## src/sv/rtc_pkg.sv

```systemverilog
// rtc_pkg: shared constants for the range table carve block.
// Item kind codes, result status codes, field widths and default sizes.
// No dependencies.
package rtc_pkg;

   localparam int ENTRIES_DEF = 16;
   localparam int ADDR_W      = 32;
   localparam int KIND_W      = 2;
   localparam int SLOT_W      = 4;
   localparam int STATUS_W    = 2;
   localparam int RAM_W       = 2 * ADDR_W;

   localparam logic [KIND_W-1:0] KIND_LOAD   = 2'd0;
   localparam logic [KIND_W-1:0] KIND_SEARCH = 2'd1;
   localparam logic [KIND_W-1:0] KIND_CARVE  = 2'd2;

   localparam logic [STATUS_W-1:0] ST_DONE   = 2'd0;
   localparam logic [STATUS_W-1:0] ST_MISS   = 2'd1;
   localparam logic [STATUS_W-1:0] ST_NOFREE = 2'd2;

endpackage

```

## src/sv/range_table_carve.sv

```systemverilog
// range_table_carve: table of free address ranges with load, search and carve.
// Depends on rtc_pkg, rtc_ram (base/length store) and rtc_free_find.
//
//  channel   | ports                                    | handshake
//  ----------+------------------------------------------+----------------------------
//  request   | req_kind req_slot req_keep req_address   | taken when start && !busy
//            | req_size                                 |
//  response  | rsp_status rsp_entry_index               | rsp_valid, one cycle, no
//            | rsp_entry_base rsp_entry_length          | backpressure
//
// A load or an unknown kind is done in the accept cycle; its response shows
// in the next cycle and busy never rises. A search or carve scans the RAM
// one slot per cycle through its single read port: issue_ff addresses the
// RAM, the data leaves its read register and is then checked. A search hit
// answers through the response registers, a carve first through the carve
// state. A split answers like any carve but then holds busy in the split
// state for its second write. A miss answers after the last slot's check.
// Reset clears the valid bits and the control state; the RAM needs no clear
// since no slot turns valid before it is written.
// The receiver cannot stall; every response is a single-cycle strobe.
module range_table_carve #(
   parameter int ENTRIES = rtc_pkg::ENTRIES_DEF
) (
   input  logic                         clock,
   input  logic                         reset,
   input  logic                         start,
   output logic                         busy,
   input  logic [rtc_pkg::KIND_W-1:0]   req_kind,
   input  logic [rtc_pkg::SLOT_W-1:0]   req_slot,
   input  logic                         req_keep,
   input  logic [rtc_pkg::ADDR_W-1:0]   req_address,
   input  logic [rtc_pkg::ADDR_W-1:0]   req_size,
   output logic                         rsp_valid,
   output logic [rtc_pkg::STATUS_W-1:0] rsp_status,
   output logic [rtc_pkg::SLOT_W-1:0]   rsp_entry_index,
   output logic [rtc_pkg::ADDR_W-1:0]   rsp_entry_base,
   output logic [rtc_pkg::ADDR_W-1:0]   rsp_entry_length
);

   localparam int AW = $clog2(ENTRIES);
   localparam int DW = rtc_pkg::ADDR_W;
   localparam logic [AW-1:0] LAST = AW'(ENTRIES - 1);

   localparam logic [1:0] S_IDLE  = 2'd0;
   localparam logic [1:0] S_SCAN  = 2'd1;
   localparam logic [1:0] S_CARVE = 2'd2;
   localparam logic [1:0] S_SPLIT = 2'd3;

   logic [1:0]                   state_ff, state_in;
   logic [rtc_pkg::KIND_W-1:0]   kind_ff, kind_in;
   logic [DW-1:0]                addr_ff, addr_in;
   logic [DW-1:0]                size_ff, size_in;
   logic [DW:0]                  req_end_ff, req_end_in;
   logic [AW-1:0]                issue_ff, issue_in;
   logic [AW-1:0]                chk_idx_ff, chk_idx_in;
   logic                         chk_vld_ff, chk_vld_in;
   logic [AW-1:0]                hit_idx_ff, hit_idx_in;
   logic [DW-1:0]                hit_base_ff, hit_base_in;
   logic [DW-1:0]                hit_len_ff, hit_len_in;
   logic [DW:0]                  hit_end_ff, hit_end_in;
   logic [ENTRIES-1:0]           valid_ff, valid_in;
   logic                         rsp_valid_ff, rsp_valid_in;
   logic [rtc_pkg::STATUS_W-1:0] rsp_status_ff, rsp_status_in;
   logic [rtc_pkg::SLOT_W-1:0]   rsp_index_ff, rsp_index_in;
   logic [DW-1:0]                rsp_base_ff, rsp_base_in;
   logic [DW-1:0]                rsp_len_ff, rsp_len_in;

   logic                         wr_en;
   logic [AW-1:0]                wr_addr;
   logic [2*DW-1:0]              wr_data;
   logic [2*DW-1:0]              rd_data;
   logic                         free_found;
   logic [AW-1:0]                free_idx;

   logic                         accept;
   logic [DW-1:0]                ent_base, ent_len;
   logic [DW:0]                  ent_end;
   logic                         hit;
   logic [DW-1:0]                len_cut;

   rtc_ram #(
      .WIDTH (2 * DW),
      .DEPTH (ENTRIES)
   ) u_ram (
      .clock   (clock),
      .wr_en   (wr_en),
      .wr_addr (wr_addr),
      .wr_data (wr_data),
      .rd_addr (issue_ff),
      .rd_data (rd_data)
   );

   rtc_free_find #(
      .ENTRIES (ENTRIES)
   ) u_free (
      .clock (clock),
      .valid (valid_ff),
      .found (free_found),
      .index (free_idx)
   );

   assign accept = start && (state_ff == S_IDLE);

   // slot whose read was issued in the previous cycle, checked against the request
   assign ent_base = rd_data[2*DW-1:DW];
   assign ent_len  = rd_data[DW-1:0];
   assign ent_end  = {1'b0, ent_base} + {1'b0, ent_len};
   assign hit      = chk_vld_ff && valid_ff[chk_idx_ff]
                     && (ent_base <= addr_ff) && (ent_end >= req_end_ff);
   assign len_cut  = hit_len_ff - size_ff;

   always_comb begin
      state_in      = state_ff;
      kind_in       = kind_ff;
      addr_in       = addr_ff;
      size_in       = size_ff;
      req_end_in    = req_end_ff;
      issue_in      = issue_ff;
      chk_idx_in    = chk_idx_ff;
      chk_vld_in    = chk_vld_ff;
      hit_idx_in    = hit_idx_ff;
      hit_base_in   = hit_base_ff;
      hit_len_in    = hit_len_ff;
      hit_end_in    = hit_end_ff;
      valid_in      = valid_ff;
      rsp_valid_in  = 1'b0;
      rsp_status_in = rsp_status_ff;
      rsp_index_in  = rsp_index_ff;
      rsp_base_in   = rsp_base_ff;
      rsp_len_in    = rsp_len_ff;
      wr_en         = 1'b0;
      wr_addr       = hit_idx_ff;
      wr_data       = {hit_base_ff, len_cut};

      unique case (state_ff)
         S_IDLE: begin
            if (accept) begin
               kind_in    = req_kind;
               addr_in    = req_address;
               size_in    = req_size;
               req_end_in = {1'b0, req_address} + {1'b0, req_size};
               issue_in   = '0;
               chk_vld_in = 1'b0;
               unique case (req_kind) inside
                  rtc_pkg::KIND_LOAD: begin
                     // load writes straight from the ports
                     rsp_valid_in = 1'b1;
                     rsp_index_in = req_slot;
                     if (int'(req_slot) < ENTRIES) begin
                        wr_en    = 1'b1;
                        wr_addr  = AW'(req_slot);
                        wr_data  = {req_address, req_size};
                        valid_in[AW'(req_slot)] = req_keep;
                        rsp_status_in = rtc_pkg::ST_DONE;
                        rsp_base_in   = req_address;
                        rsp_len_in    = req_size;
                     end else begin
                        rsp_status_in = rtc_pkg::ST_MISS;
                        rsp_base_in   = '0;
                        rsp_len_in    = '0;
                     end
                  end
                  rtc_pkg::KIND_SEARCH, rtc_pkg::KIND_CARVE: begin
                     state_in = S_SCAN;
                  end
                  default: begin
                     // unknown kind: answer with all zero
                     rsp_valid_in  = 1'b1;
                     rsp_status_in = rtc_pkg::ST_DONE;
                     rsp_index_in  = '0;
                     rsp_base_in   = '0;
                     rsp_len_in    = '0;
                  end
               endcase
            end
         end

         S_SCAN: begin
            // issue the next read, hold at the last slot
            issue_in   = (issue_ff == LAST) ? issue_ff : issue_ff + 1'b1;
            chk_idx_in = issue_ff;
            chk_vld_in = 1'b1;
            if (hit) begin
               if (kind_ff == rtc_pkg::KIND_SEARCH) begin
                  rsp_valid_in  = 1'b1;
                  rsp_status_in = rtc_pkg::ST_DONE;
                  rsp_index_in  = 4'(chk_idx_ff);
                  rsp_base_in   = ent_base;
                  rsp_len_in    = ent_len;
                  state_in      = S_IDLE;
               end else begin
                  hit_idx_in  = chk_idx_ff;
                  hit_base_in = ent_base;
                  hit_len_in  = ent_len;
                  hit_end_in  = ent_end;
                  state_in    = S_CARVE;
               end
            end else if (chk_vld_ff && (chk_idx_ff == LAST)) begin
               rsp_valid_in  = 1'b1;
               rsp_status_in = rtc_pkg::ST_MISS;
               rsp_index_in  = '0;
               rsp_base_in   = '0;
               rsp_len_in    = '0;
               state_in      = S_IDLE;
            end
         end

         S_CARVE: begin
            rsp_valid_in  = 1'b1;
            rsp_status_in = rtc_pkg::ST_DONE;
            rsp_index_in  = 4'(hit_idx_ff);
            state_in      = S_IDLE;
            if ((addr_ff == hit_base_ff) && (size_ff == hit_len_ff)) begin
               // exact match: drop the entry
               valid_in[hit_idx_ff] = 1'b0;
               rsp_base_in = '0;
               rsp_len_in  = '0;
            end else if (addr_ff == hit_base_ff) begin
               // front trim
               wr_en       = 1'b1;
               wr_data     = {req_end_ff[DW-1:0], len_cut};
               rsp_base_in = req_end_ff[DW-1:0];
               rsp_len_in  = len_cut;
            end else if (req_end_ff == hit_end_ff) begin
               // back trim
               wr_en       = 1'b1;
               wr_data     = {hit_base_ff, len_cut};
               rsp_base_in = hit_base_ff;
               rsp_len_in  = len_cut;
            end else if (free_found) begin
               // split: lower part stays here, upper part next cycle
               wr_en       = 1'b1;
               wr_data     = {hit_base_ff, addr_ff - hit_base_ff};
               rsp_base_in = hit_base_ff;
               rsp_len_in  = addr_ff - hit_base_ff;
               state_in    = S_SPLIT;
            end else begin
               rsp_status_in = rtc_pkg::ST_NOFREE;
               rsp_base_in   = hit_base_ff;
               rsp_len_in    = hit_len_ff;
            end
         end

         S_SPLIT: begin
            wr_en              = 1'b1;
            wr_addr            = free_idx;
            wr_data            = {req_end_ff[DW-1:0], DW'(hit_end_ff - req_end_ff)};
            valid_in[free_idx] = 1'b1;
            state_in           = S_IDLE;
         end

         default: begin
            state_in = S_IDLE;
         end
      endcase
   end

   always_ff @(posedge clock) begin
      if (reset) begin
         state_ff     <= S_IDLE;
         valid_ff     <= '0;
         rsp_valid_ff <= 1'b0;
         chk_vld_ff   <= 1'b0;
         issue_ff     <= '0;
         chk_idx_ff   <= '0;
      end else begin
         state_ff     <= state_in;
         valid_ff     <= valid_in;
         rsp_valid_ff <= rsp_valid_in;
         chk_vld_ff   <= chk_vld_in;
         issue_ff     <= issue_in;
         chk_idx_ff   <= chk_idx_in;
      end
   end

   always_ff @(posedge clock) begin
      kind_ff       <= kind_in;
      addr_ff       <= addr_in;
      size_ff       <= size_in;
      req_end_ff    <= req_end_in;
      hit_idx_ff    <= hit_idx_in;
      hit_base_ff   <= hit_base_in;
      hit_len_ff    <= hit_len_in;
      hit_end_ff    <= hit_end_in;
      rsp_status_ff <= rsp_status_in;
      rsp_index_ff  <= rsp_index_in;
      rsp_base_ff   <= rsp_base_in;
      rsp_len_ff    <= rsp_len_in;
   end

   assign busy             = (state_ff != S_IDLE);
   assign rsp_valid        = rsp_valid_ff;
   assign rsp_status       = rsp_status_ff;
   assign rsp_entry_index  = rsp_index_ff;
   assign rsp_entry_base   = rsp_base_ff;
   assign rsp_entry_length = rsp_len_ff;

   // every accepted transaction either answers next cycle or keeps the block busy
   a_accept_progress: assert property (@(posedge clock) disable iff (reset)
      (start && !busy) |=> (busy || rsp_valid))
      else $error("accepted transaction neither answered nor busy");

   // the upper half of a split lands in a slot that is still free
   a_split_free: assert property (@(posedge clock) disable iff (reset)
      (state_ff == S_SPLIT) |-> (free_found && !valid_ff[free_idx]))
      else $error("split target slot is not free");

   // the split target never overwrites the entry being carved
   a_split_other: assert property (@(posedge clock) disable iff (reset)
      (state_ff == S_SPLIT) |-> (free_idx != hit_idx_ff))
      else $error("split target equals carved slot");

endmodule

```

## src/sv/rtc_ram.sv

```systemverilog
// rtc_ram: generic simple dual-port RAM, one write and one registered read port.
// Depends on rtc_pkg for default sizes.
module rtc_ram #(
   parameter int WIDTH = rtc_pkg::RAM_W,
   parameter int DEPTH = rtc_pkg::ENTRIES_DEF
) (
   input  logic                     clock,
   input  logic                     wr_en,
   input  logic [$clog2(DEPTH)-1:0] wr_addr,
   input  logic [WIDTH-1:0]         wr_data,
   input  logic [$clog2(DEPTH)-1:0] rd_addr,
   output logic [WIDTH-1:0]         rd_data
);

   logic [WIDTH-1:0] mem [DEPTH];
   logic [WIDTH-1:0] rd_data_ff;

   always_ff @(posedge clock) begin
      if (wr_en) begin
         mem[wr_addr] <= wr_data;
      end
      rd_data_ff <= mem[rd_addr];
   end

   assign rd_data = rd_data_ff;

endmodule

```

## src/sv/rtc_free_find.sv

```systemverilog
// rtc_free_find: registered search for the lowest slot whose valid bit is clear.
// Depends on rtc_pkg for the default table size.
module rtc_free_find #(
   parameter int ENTRIES = rtc_pkg::ENTRIES_DEF
) (
   input  logic                       clock,
   input  logic [ENTRIES-1:0]         valid,
   output logic                       found,
   output logic [$clog2(ENTRIES)-1:0] index
);

   localparam int AW = $clog2(ENTRIES);

   logic          found_in, found_ff;
   logic [AW-1:0] index_in, index_ff;

   // scan downward so the lowest free slot wins
   always_comb begin
      found_in = 1'b0;
      index_in = '0;
      for (int i = ENTRIES - 1; i >= 0; i--) begin
         if (!valid[i]) begin
            found_in = 1'b1;
            index_in = AW'(i);
         end
      end
   end

   always_ff @(posedge clock) begin
      found_ff <= found_in;
      index_ff <= index_in;
   end

   assign found = found_ff;
   assign index = index_ff;

endmodule

```

## config.mk

```make
export PLATFORM = sky130hd
export DESIGN_NAME = range_table_carve
export DESIGN_NICKNAME = d
export VERILOG_FILES = /design/src/sv/rtc_pkg.sv /design/src/sv/range_table_carve.sv /design/src/sv/rtc_ram.sv /design/src/sv/rtc_free_find.sv
export SDC_FILE = /design/constraint.sdc
export NUM_CORES = 2
export LEC_CHECK = 0
export ABC_AREA = 0
export BUFFER_PORTS_ARGS = -buffer_cell sky130_fd_sc_hd__buf_4
export CORE_ASPECT_RATIO = 0.75
export CORE_MARGIN = 8
export CORE_UTILIZATION = 57
export DETAILED_ROUTE_END_ITERATION = 7
export PLACE_DENSITY = 0.73
export SYNTH_ARGS = -nofsm -noshare
export SYNTH_HDL_FRONTEND = slang
export SYNTH_SLANG_ARGS = --single-unit
```

## constraint.sdc

```tcl
create_clock -name clock -period 12.98 [get_ports clock]
set_input_delay 0.649 -clock clock [delete_from_list [all_inputs] [get_ports clock]]
set_output_delay 0.649 -clock clock [all_outputs]
set_load 0.01 [all_outputs]
```

==> flow_metrics.env <==
export IMPL_largest_net_degree_at_the_start_of_global_routing=113
export IMPL_die_height_um=306
export IMPL_std_cell_core_area_um2=111000
export IMPL_grt_pass1_wl_um=280000
export IMPL_clock_power_share=0.354
export IMPL_numPortBuffers=145
export IMPL_yosys_warn_count=0
export IMPL_drt_wl_total_um=196000
export IMPL_gr_total_overflow=0
export IMPL_buffer_count_from_post_cts_setup_fixing=0
export IMPL_seqPwrFrac=0.483
export IMPL_num_rows=106
export IMPL_final_core_utilization=0.644
export IMPL_number_of_global_route_vias_before_repair=39200
export IMPL_htree_num_levels=4
export IMPL_power_leakage_nw=24.6
export IMPL_cts_hold_fix_buffers=0
export IMPL_fmax_mhz=151
export IMPL_power_switching_fraction=0.280
export IMPL_final_min_clock_period_ns=6.60
export IMPL_synthesis_instances=4217
export IMPL_synthesis_nets=4524
export IMPL_final_layout_size_suffix_gt1_frac=0.189
export IMPL_number_of_buffers_created_by_cts=133
export IMPL_post_drt_via_cell_ratio=6.91
export IMPL_chipWidth_um=403
export IMPL_finalSetupViolCount=0
export IMPL_dr_total_vias=41500
export IMPL_drc=1
export IMPL_grt_antenna_before_repair=25
export IMPL_hold_class="primary input to flop"
export IMPL_yosys_register_bits=1391
export IMPL_max_cap_violations=0
export IMPL_period_share=0.509
export IMPL_finalMaxSlewViolations=0
export IMPL_power_density_over_cell_area_nw_per_um2=157
export IMPL_initial_util=0.574
export IMPL_clk_pin_slew_ns=0.07
export IMPL_post_dp_hpwl_um=129000
export IMPL_netlist_cell_type_count=81
export IMPL_syn_cell_area_um2=63900
export IMPL_final_common_cell="sky130_fd_sc_hd__edfxtp_1"
export IMPL_timing_critical_path_arrival_ns=6.99
export IMPL_ir_drop_mv=0.138
export IMPL_timing_max_slew_rel_slack=0.0964
export IMPL_num_io_pins=146
export IMPL_synth_sequential_area_ratio=0.638
export IMPL_clk_latency_ns=0.79
export IMPL_tns_ns=0
export IMPL_setup_worst_path_start_class="flop"
export IMPL_grt_setup_unrepaired="no"
export IMPL_internal_power_w=0.00811
export IMPL_post_drt_antenna_nets=0
export IMPL_p_sw_w=0.00315
export IMPL_required_ns=13.36
export IMPL_critical_path_max_fanout=65
export IMPL_detail_route_first_pass_iterations=8
export IMPL_post_cts_resized_instances=0
export IMPL_mean_cell_area_of_the_mapped_netlist_um2=15.2
export IMPL_ctsRootBufferMaster="sky130_fd_sc_hd__clkbuf_16"
export IMPL_final_setup_skew_ns=0.0612
export IMPL_final_nets=4723
export IMPL_violated_checks="DRC"
export IMPL_area_growth_pct=12.2
export IMPL_final_hold_viol_count=0
export IMPL_worst_pin_slew_ns=1.36
export IMPL_timing_reg2reg_setup_slack_ns=6.38
export IMPL_ys_async_sr_fraction=0
export IMPL_cts_sinks=1391
export IMPL_end_kind="flop"
export IMPL_routabilityCongestion=0.988
export IMPL_power_share_combinational=0.163
export IMPL_layout_common_cells="sky130_fd_sc_hd__edfxtp_1 (1294), sky130_fd_sc_hd__mux4_2 (325), sky130_fd_sc_hd__nand2_1 (304)"
export IMPL_floorplan_die_area_um2=123000
export IMPL_clock_path_buffers=3
export IMPL_initialDrtViolationCount=6743
export IMPL_post_synth_edffs=1294
export IMPL_routedWlPerCell_um=32.7
export IMPL_criticalPathCategory="flop to flop"
export IMPL_grt_util_all_layers=0.312
export IMPL_postSynth_topFlopCell="sky130_fd_sc_hd__edfxtp_1"
export IMPL_status="finished with violations"
export IMPL_tritoncts="yes"
[path summary, 6_finish.rpt]
check,startpoint,to,depth (start not counted)
worst max-delay path,u_ram.rd_data[0]$_DFF_P_,rsp_entry_base[6]$_DFFE_PP_,22
worst min-delay path,req_address[23],addr_ff[23]$_DFFE_PP_,1
worst max register to register,u_ram.rd_data[0]$_DFF_P_,rsp_entry_base[6]$_DFFE_PP_,22
worst min register to register,u_ram.rd_data[38]$_DFF_P_,hit_base_ff[6]$_DFFE_PP_,0
[metal layers]
| layer | part of all wire | GRT usage | wire [µm] | vias up |
|---|---|---|---|---|
| met5 | 0.00045 | 0 | 88 | - |
| met4 | 0.032 | 0.0943 | 6210 | 12 |
| met3 | 0.14 | 0.0898 | 28200 | 414 |
| met2 | 0.41 | 0.430 | 81300 | 3136 |
| met1 | 0.41 | 0.482 | 80100 | 20700 |
| li1 | - | - | - | 17200 |
[cell families after synthesis]
group / after synthesis / synth area share
multiplexers: 361 / 0.120
AO/OA/AOI/OAI: 980 / 0.100
XOR/XNOR: 140 / 0.0192
buffers and inverters: 377 / 0.0223
AND/OR/NAND/NOR: 735 / 0.0532
flip-flops: 1391 / 0.638
adder cells (fa/ha/maj): 233 / 0.0462
[final cells by class]
| class | count | area (µm²) |
|---|---|---|
| Multi-Input combinational cell | 2449 | 21900 |
| Tap cell | 1458 | 1820 |
| Clock inverter | 68 | 892 |
| Timing Repair Buffer | 257 | 1950 |
| Inverter | 184 | 691 |
| Clock buffer | 177 | 3570 |
| Sequential cell | 1391 | 40800 |
| Fill cell | 7770 | 39600 |
| Antenna cell | 12 | 30.0 |
[through the flow]
step / cells / cell area [µm²] / hold WS (ns) / worst slack, ns / power (W)
2_1_floorplan: 4217 / 63900 / 0.403 / 0.0526 / 0.00654
5_1_grt: 5986 / 71600 / 0.0742 / 6.03 / 0.0116
3_3_place_gp: 5739 / 67200 / 0.470 / 6.60 / 0.00727
6_report: 5996 / 71700 / 0.0964 / 6.38 / 0.0113
3_5_place_dp: 5739 / 67200 / 0.494 / 6.57 / 0.00729
4_1_cts: 5984 / 71600 / 0.0484 / 6.50 / 0.0112
[flip-flops by register name, summed over array words and instances, names as in the netlist, 32 cells and up, named ones only]
signal            count
addr_ff              32
hit_base_ff          32
hit_end_ff           33
hit_len_ff           32
req_end_ff           33
rsp_entry_base       32
rsp_entry_length     32
size_ff              32
u_ram.mem          1024
u_ram.rd_data        64
[synth_stat cells, types with 11 or more instances]
master / instances / area share
sky130_fd_sc_hd__edfxtp_1: 1294 / 0.61
sky130_fd_sc_hd__mux4_2: 325 / 0.11
sky130_fd_sc_hd__nand2_1: 304 / 0.018
sky130_fd_sc_hd__a21oi_1: 282 / 0.022
sky130_fd_sc_hd__ha_1: 228 / 0.045
sky130_fd_sc_hd__o21ai_0: 215 / 0.017
sky130_fd_sc_hd__inv_1: 183 / 0.011
sky130_fd_sc_hd__clkbuf_1: 155 / 0.0091
sky130_fd_sc_hd__nor2_1: 146 / 0.0086
sky130_fd_sc_hd__a21o_1: 103 / 0.012
sky130_fd_sc_hd__dfxtp_1: 97 / 0.030
sky130_fd_sc_hd__xnor2_1: 97 / 0.013
sky130_fd_sc_hd__nand3_1: 61 / 0.0048
sky130_fd_sc_hd__xor2_1: 43 / 0.0059
sky130_fd_sc_hd__a211oi_1: 40 / 0.0047
sky130_fd_sc_hd__nor3_1: 39 / 0.0031
sky130_fd_sc_hd__a221oi_1: 38 / 0.0052
sky130_fd_sc_hd__a22oi_1: 33 / 0.0039
sky130_fd_sc_hd__o21a_1: 31 / 0.0036
sky130_fd_sc_hd__and3_1: 30 / 0.0029
sky130_fd_sc_hd__nand2b_1: 30 / 0.0029
sky130_fd_sc_hd__nand4_1: 30 / 0.0029
sky130_fd_sc_hd__buf_1: 28 / 0.0016
sky130_fd_sc_hd__nor2b_1: 28 / 0.0027
sky130_fd_sc_hd__a31oi_1: 26 / 0.0025
sky130_fd_sc_hd__mux2i_1: 22 / 0.0034
sky130_fd_sc_hd__a32oi_1: 21 / 0.0029
sky130_fd_sc_hd__o211ai_1: 21 / 0.0025
sky130_fd_sc_hd__a221o_1: 17 / 0.0027
sky130_fd_sc_hd__o21bai_1: 16 / 0.0019
sky130_fd_sc_hd__and2_1: 15 / 0.0015
sky130_fd_sc_hd__mux2_2: 14 / 0.0025
sky130_fd_sc_hd__o31ai_1: 14 / 0.0016
sky130_fd_sc_hd__a311oi_1: 13 / 0.0018
sky130_fd_sc_hd__o22ai_1: 11 / 0.0011
[power by group through the flow]
stage	Clock (W)	Sequential (W)	Combinational (W)
6_report	0.00398	0.00544	0.00184
3_5_place_dp	0	0.00552	0.00178
5_1_grt	0.00419	0.00544	0.00195
2_1_floorplan	0	0.00548	0.00105
3_3_place_gp	0	0.00552	0.00175
4_1_cts	0.00402	0.00543	0.00179
[worst max-delay path: stages (launching register included)]
cell and delay (ns):
sky130_fd_sc_hd__dfxtp_1 0.38, sky130_fd_sc_hd__ha_1 0.27, sky130_fd_sc_hd__fa_1 0.44, sky130_fd_sc_hd__a211oi_1 0.31
sky130_fd_sc_hd__o21bai_1 0.17, sky130_fd_sc_hd__nand3_1 0.09, sky130_fd_sc_hd__nand4b_1 0.18, sky130_fd_sc_hd__o31ai_1 0.52
sky130_fd_sc_hd__a211o_1 0.21, sky130_fd_sc_hd__and3_1 0.22, sky130_fd_sc_hd__o21bai_1 0.08, sky130_fd_sc_hd__a21oi_1 0.19
sky130_fd_sc_hd__xnor2_1 0.17, sky130_fd_sc_hd__ha_1 0.28, sky130_fd_sc_hd__a21o_1 0.19, sky130_fd_sc_hd__a21o_1 0.17
sky130_fd_sc_hd__a21oi_1 0.24, sky130_fd_sc_hd__and4b_1 0.22, sky130_fd_sc_hd__o21ai_0 0.11, sky130_fd_sc_hd__o2111a_2 0.30
sky130_fd_sc_hd__and2_4 0.43, sky130_fd_sc_hd__nor4b_2 0.38, sky130_fd_sc_hd__buf_4 0.55
No activity file was read; power rests on OpenSTA's default activity.
